==> src/sv/tsr_ram.sv <==
// Generic simple dual-port RAM with one write port and one registered read port.
// No dependencies.
`default_nettype none

module tsr_ram #(
    parameter int DEPTH = 16,
    parameter int WIDTH = 8
) (
    input  wire logic                     i_clk,
    input  wire logic                     i_we,
    input  wire logic [$clog2(DEPTH)-1:0] i_waddr,
    input  wire logic [WIDTH-1:0]         i_wdata,
    input  wire logic                     i_re,
    input  wire logic [$clog2(DEPTH)-1:0] i_raddr,
    output logic      [WIDTH-1:0]         o_rdata
);

    logic [WIDTH-1:0] r_mem [DEPTH];

    always_ff @(posedge i_clk) begin
        if (i_we) begin
            r_mem[i_waddr] <= i_wdata;
        end
    end

    always_ff @(posedge i_clk) begin
        if (i_re) begin
            o_rdata <= r_mem[i_raddr];
        end
    end

endmodule

`default_nettype wire

==> config.mk <==
export PLATFORM = sky130hd
export DESIGN_NAME = tsr_ram
export DESIGN_NICKNAME = d
export VERILOG_FILES = /design/src/sv/tsr_ram.sv
export SDC_FILE = /design/constraint.sdc
export NUM_CORES = 1
export LEC_CHECK = 0
export BUFFER_PORTS_ARGS = -buffer_cell sky130_fd_sc_hd__buf_2
export CELL_PAD_IN_SITES_DETAIL_PLACEMENT = 0
export CELL_PAD_IN_SITES_GLOBAL_PLACEMENT = 1
export CORE_MARGIN = 4
export CORE_UTILIZATION = 45
export CTS_CLUSTER_SIZE = 12
export DETAILED_ROUTE_END_ITERATION = 12
export PLACE_DENSITY_LB_ADDON = 0.1
export SLEW_MARGIN = 25
export SYNTH_ARGS = -nofsm -noshare
export SYNTH_HDL_FRONTEND = slang
export SYNTH_SLANG_ARGS = --single-unit
export TNS_END_PERCENT = 10
==> constraint.sdc <==
create_clock -name i_clk -period 2.5 [get_ports i_clk]
set_input_delay 0.5 -clock i_clk [delete_from_list [all_inputs] [get_ports i_clk]]
set_output_delay 0.5 -clock i_clk [all_outputs]
set_load 0.01 [all_outputs]
==> flow_summary.json, run 1 <==
{
  "powerDensity_nw_per_um2": 853,
  "synth_compound_area_share_pct": 2.30,
  "path_max_fanout": 32,
  "slew_headroom_pct": 51.8,
  "status": "finished, final reports clean",
  "power.leakage_nw": 2.11,
  "cts_tree": "built",
  "syn_nets": 248,
  "fin_hold_ws_ns": 0.471,
  "mostFrequentLayoutCells": "edfxtp_1, buf_2, mux4_2, clkbuf_16, buf_4",
  "dpl.hpwl_microns": 6140,
  "clk_pin_slew_worst_paths_ns": 0.06,
  "dieWidth_microns": 116,
  "syn_area_sq_um": 5230,
  "cts_buffers": 17,
  "cts.sinks": 136,
  "dr.pass1.iters": 4,
  "place_area_sq_um": 5620,
  "die_area_sq_um": 13400,
  "synthToLayoutAreaGrowth_pct": 18.8,
  "syn_inst": 229,
  "finalCritPeriodShare_pct": 65.4,
  "crit_chain": "buf_2, buf_12, mux4_1, a22oi_1, nand2_1",
  "slowest_delay_ns": 0.60,
  "grt_max_degree": 33,
  "coreArea_sq_um": 11400,
  "yosys.area_share.simple_pct": 3.14,
  "rows": 39,
  "grt_overflow": 0,
  "drt_iter0_drc": 108,
  "total_power_mw": 5.30,
  "port-buffer-count": 26,
  "cts-htree-levels": 4,
  "fp.dieH_microns": 116,
  "fin_tns_setup_ns": 0,
  "cts_hold_buf": 0,
  "synthAdderAreaFrac_pct": 0,
  "fmax_ghz": 0.612,
  "drv_cap": 0,
  "clock_latency_ns": 0.41,
  "synth_xor_area_share_pct": 0,
  "worstPathArrival_ns": 1.78,
  "synth_top_family_by_area": "multiplexers",
  "worstMarginPinSlew_ns": 0.721,
  "syn_avg_cell_area_sq_um": 22.8,
  "hold_viol": 0,
  "drt_wl_total_microns": 9390,
  "ys.warnings.count": 0,
  "crit_type": "input port to flop",
  "slowest_stage": "mux4_1",
  "post_cts_resize_count": 0,
  "drv_slew": 0,
  "antenna_cells": 0,
  "antenna_found_initial": 0,
  "hold_class": "input port to flop",
  "setup_slack_ns": 0.865,
  "detailedPlace.worstSlack_ns": 0.396,
  "fin_crit_ns": 1.63,
  "grt_pass1_wl_microns": 14900,
  "worstSetupStartpointType": "input port",
  "setup_viol": 0,
  "nFillCells": 890,
  "async_flop_share_pct": 0,
  "cts_setup_buffers": 0,
  "synth_edf_count": 136,
  "yosysSeqAreaShare_pct": 78.1,
  "ir_worst_vdd_v": 0.000505,
  "clock_path_buffers": 2,
  "ys_types": 18,
  "mostFrequentLayoutCell": "edfxtp_1",
  "final_area_sq_um": 6210,
  "grt_pass1_vias": 2560,
  "vias": 2409,
  "drcViolationCount": 0,
  "place.gp.congestion": 0.701,
  "nets": 302,
  "antenna_left": 0,
  "muxShareOfSynthArea_pct": 14.8,
  "rsz0062_at_grt": "no",
  "endpoint_kind": "flop",
  "worst_clock_skew_ns": 0.00601,
  "synth_seq_cells": 136,
  "avgRoutedWirePerCell_microns": 21.4,
  "grt_use_total_pct": 15.9,
  "required_ns": 2.65,
  "io_pins": 27,
  "yosys_most_used_dff": "edfxtp_1",
  "vias_per_cell": 5.50,
  "start_util_pct": 45.8,
  "final_layout_size_suffix_gt1_share_pct": 30.2,
  "cts-root-buf": "clkbuf_16"
}
==> where the power goes <==
part	leakage [nW]	internal, mW	switching, mW	total (mW)
logic	0.583	0.100	0.131	0.231
registers	1.24	2.57	0.0131	2.58
clock network	0.287	1.64	0.842	2.48
total	2.11	4.31	0.986	5.30
==> through the flow <==
stage	std cells	util [%]
after floorplan	229	-
after global placement	407	49.2
after detailed placement	407	49.2
after CTS	438	54.4
after global routing	438	54.4
final	438	54.4
==> final timing paths <==
| kind | to | slack [ns] | cells after the start | startpoint |
|---|---|---|---|---|
| hold / removal | o_rdata[1] | 0.47 | 1 | i_re |
| setup reg to reg | o_rdata[4] | 1.05 | 3 | r_mem[9][4] |
| hold reg to reg | o_rdata[0] | 0.74 | 3 | r_mem[14][0] |
| setup / recovery | o_rdata[4] | 0.87 | 5 | i_raddr[0] |
==> cell families after synthesis <==
kind of cell | count (synthesis)
AOI/OAI and AO/OA | 16
and+or+nand+nor | 35
buffers and inverters | 10
muxes | 32
DFF | 136
==> registers in the layout, indices dropped and copies added, names as in the netlist <==
name and cells:
r_mem 128, o_rdata 8
==> layout make-up <==
class | count | area (sq um) | share of cell area, %
Multi-Input combinational cell | 83 | 1060 | 17.0
Tap cell | 143 | 179 | 2.88
Sequential cell | 136 | 4080 | 65.8
Timing Repair Buffer | 45 | 298 | 4.80
Clock inverter | 12 | 158 | 2.54
Clock buffer | 19 | 433 | 6.97
==> worst max-delay path, delay by kind of cell <==
kind / cells / cell delay [ns]
muxes: 1 / 0.60
and+or+nand+nor: 1 / 0.08
buffers and inverters: 2 / 0.35
AOI/OAI and AO/OA: 1 / 0.25
==> synth_stat cells (2+ instances only) <==
cell type	n	area (sq um)
edfxtp_1	136	4080
mux4_2	18	405
a22oi_1	16	120
mux4_1	14	368
nor2_1	13	48.8
nand2_1	9	33.8
nor3_1	4	20.0
buf_2	3	15.0
buf_6	3	33.8
clkdlybuf4s25_2	3	30.0
nand2b_1	2	12.5
nand3b_1	2	15.0
==> metal layers <==
layer	vias up	global-route usage [%]	routed length (microns)
li1	1092	-	-
met1	1256	21.6	4220
met2	48	24.3	4680
met3	13	4.39	337
met4	0	6.96	153
met5	-	0	0
(Power assumes the default switching activity.)
==> run 2, diff against run 1 <==
clock period = 1.7 ns   (was 2.5 ns; I/O delays follow)
==> run 2 against run 1 <==
Compared with the run above: clock skew grew 0.0016 ns; hold slack worse by 0.15 ns; routed wire length up 6.6%; power up 42%; utilization increased by 0.33 points; via count up 1.2%; register-to-register slack worse by 0.83 ns; sequential share of layout area decreased by 0.40 points; flip-flop and latch count did not move; global-route usage grew 0.59 points; sequential power up 47%; critical path type unchanged; largest power group unchanged; highest routed layer unchanged.
==> flow_summary.json, run 2 (synthesized netlist as in run 1, its figures left out) <==
{
  "status": "finished, final reports clean",
  "worst-r2r-cell-count": 3,
  "port-buffer-count": 26,
  "hold_path_depth": 1,
  "slowest_delay_ns": 0.57,
  "cts_buffers": 17,
  "mostFrequentLayoutCells": "edfxtp_1, buf_2, buf_4, mux4_2, clkbuf_16",
  "pwr-share-seq_pct": 50.5,
  "cts_hold_buf": 0,
  "hold_class": "input port to flop",
  "drt_wl_total_microns": 10000,
  "powerDensity_nw_per_um2": 1210,
  "grt_overflow": 0,
  "cts.sinks": 136,
  "dieWidth_microns": 116,
  "p_clk_share_pct": 44.7,
  "cts_setup_buffers": 0,
  "slowest_stage": "mux4_1",
  "required_ns": 1.85,
  "grt_max_degree": 17,
  "ir_worst_vdd_v": 0.000578,
  "path_max_fanout": 8,
  "worst_clock_skew_ns": 0.00761,
  "mostFrequentLayoutCell": "edfxtp_1",
  "dr.pass1.iters": 6,
  "die_area_sq_um": 13400,
  "vias": 2439,
  "crit_chain": "buf_2, buf_12, buf_4, mux4_1, a22oi_1, nand2_1",
  "p_int_mw": 6.07,
  "endpoint_kind": "flop",
  "antenna_cells": 0,
  "start_util_pct": 45.8,
  "cp.buffers_inverters": 3,
  "cts_tree": "built",
  "post_cts_resize_count": 0,
  "largest_reg_flops": 128,
  "layoutNonFillerInstCount": 445,
  "switching_power_mw": 1.46,
  "cts-htree-levels": 4,
  "worstPathArrival_ns": 1.67,
  "rows": 39,
  "place_inst": 414,
  "vias_per_cell": 5.48,
  "fmax_ghz": 0.658,
  "antenna_found_initial": 0,
  "cp_top_family": "multiplexers",
  "combPwrFrac_pct": 4.9,
  "rrSetupSlack_ns": 0.22,
  "drv_slew": 0,
  "nets": 309,
  "io_pins": 27,
  "grt_use_total_pct": 16.5,
  "drv_cap": 0,
  "cts-root-buf": "clkbuf_16",
  "clk_pin_slew_worst_paths_ns": 0.05,
  "power.leakage_nw": 2.12,
  "antenna_left": 0,
  "worstSetupStartpointType": "input port",
  "finalCritPeriodShare_pct": 89.5,
  "clock_latency_ns": 0.40,
  "dpl.hpwl_microns": 6810,
  "fin_crit_ns": 1.52,
  "hold_viol": 0,
  "setup_viol": 0,
  "avgRoutedWirePerCell_microns": 22.5,
  "coreArea_sq_um": 11400,
  "switching_share_pct": 19.4,
  "grt_pass1_vias": 2528,
  "fin_hold_ws_ns": 0.321,
  "final_layout_size_suffix_gt1_share_pct": 32.1,
  "reg_top3": "r_mem (128), o_rdata (8)",
  "hold_start": "i_wdata[5]",
  "place.gp.congestion": 0.693,
  "hold_end": "r_mem[6][5]",
  "fp.dieH_microns": 116,
  "clock_path_buffers": 2,
  "rsz0062_at_grt": "no",
  "grt_pass1_wl_microns": 15300,
  "drcViolationCount": 0,
  "drt_iter0_drc": 181,
  "synthToLayoutAreaGrowth_pct": 19.5,
  "r2r_start": "r_mem[8][0]",
  "r2r_end": "o_rdata[0]",
  "top_register": "r_mem",
  "crit_type": "input port to flop",
  "slew_headroom_pct": 53.3,
  "worstMarginPinSlew_ns": 0.700
}
-- run 2: worst max path at each step --
| stage | start | end | slack [ns] | cells past startpoint |
|---|---|---|---|---|
| after detailed placement | i_raddr[0] | o_rdata[7] | -0.25 | 5 |
| after CTS | i_raddr[0] | o_rdata[7] | 0.18 | 5 |
| after floorplan | i_raddr[0] | o_rdata[1] | 0.08 | 5 |
| final | i_raddr[0] | o_rdata[2] | 0.18 | 6 |
| after global routing | i_raddr[0] | o_rdata[5] | 0.11 | 5 |
| after global placement | i_raddr[0] | o_rdata[0] | -0.25 | 5 |
-- run 2: layout make-up --
class / count / area [sq um]
Fill cell: 918 / 5170
Sequential cell: 136 / 4080
Multi-Input combinational cell: 83 / 1060
Clock buffer: 21 / 440
Timing Repair Buffer: 52 / 375
Tap cell: 143 / 179
Clock inverter: 10 / 105
-- run 2: layer usage --
layer | GRT usage (%) | share of wire, % | vias to the layer above
met5 | 0 | 0 | -
met3 | 4.75 | 6.2 | 13
met4 | 6.50 | 1.2 | 0
li1 | - | - | 1101
met1 | 21.5 | 41 | 1250
met2 | 26.3 | 51 | 75
-- run 2: metrics by stage --
step / power, mW / util (%) / worst slack, ns / TNS [ns] / instance area, sq um
5_1_grt: 7.82 / 54.7 / 0.115 / 0 / 6250
3_5_place_dp: 4.25 / 49.9 / -0.254 / -1.76 / 5700
4_1_cts: 7.61 / 54.7 / 0.179 / 0 / 6250
6_report: 7.53 / 54.7 / 0.179 / 0 / 6250
3_3_place_gp: 4.24 / 49.9 / -0.250 / -1.64 / 5700
2_1_floorplan: 4.06 / - / 0.0776 / 0 / 5230
-- run 2: power by group through the flow --
stage	Clock [mW]	Sequential, mW	Combinational (mW)
final	3.36	3.80	0.366
after global routing	3.61	3.81	0.401
after CTS	3.43	3.80	0.377
after detailed placement	0	3.87	0.376
after global placement	0	3.87	0.370
after floorplan	0	3.87	0.191
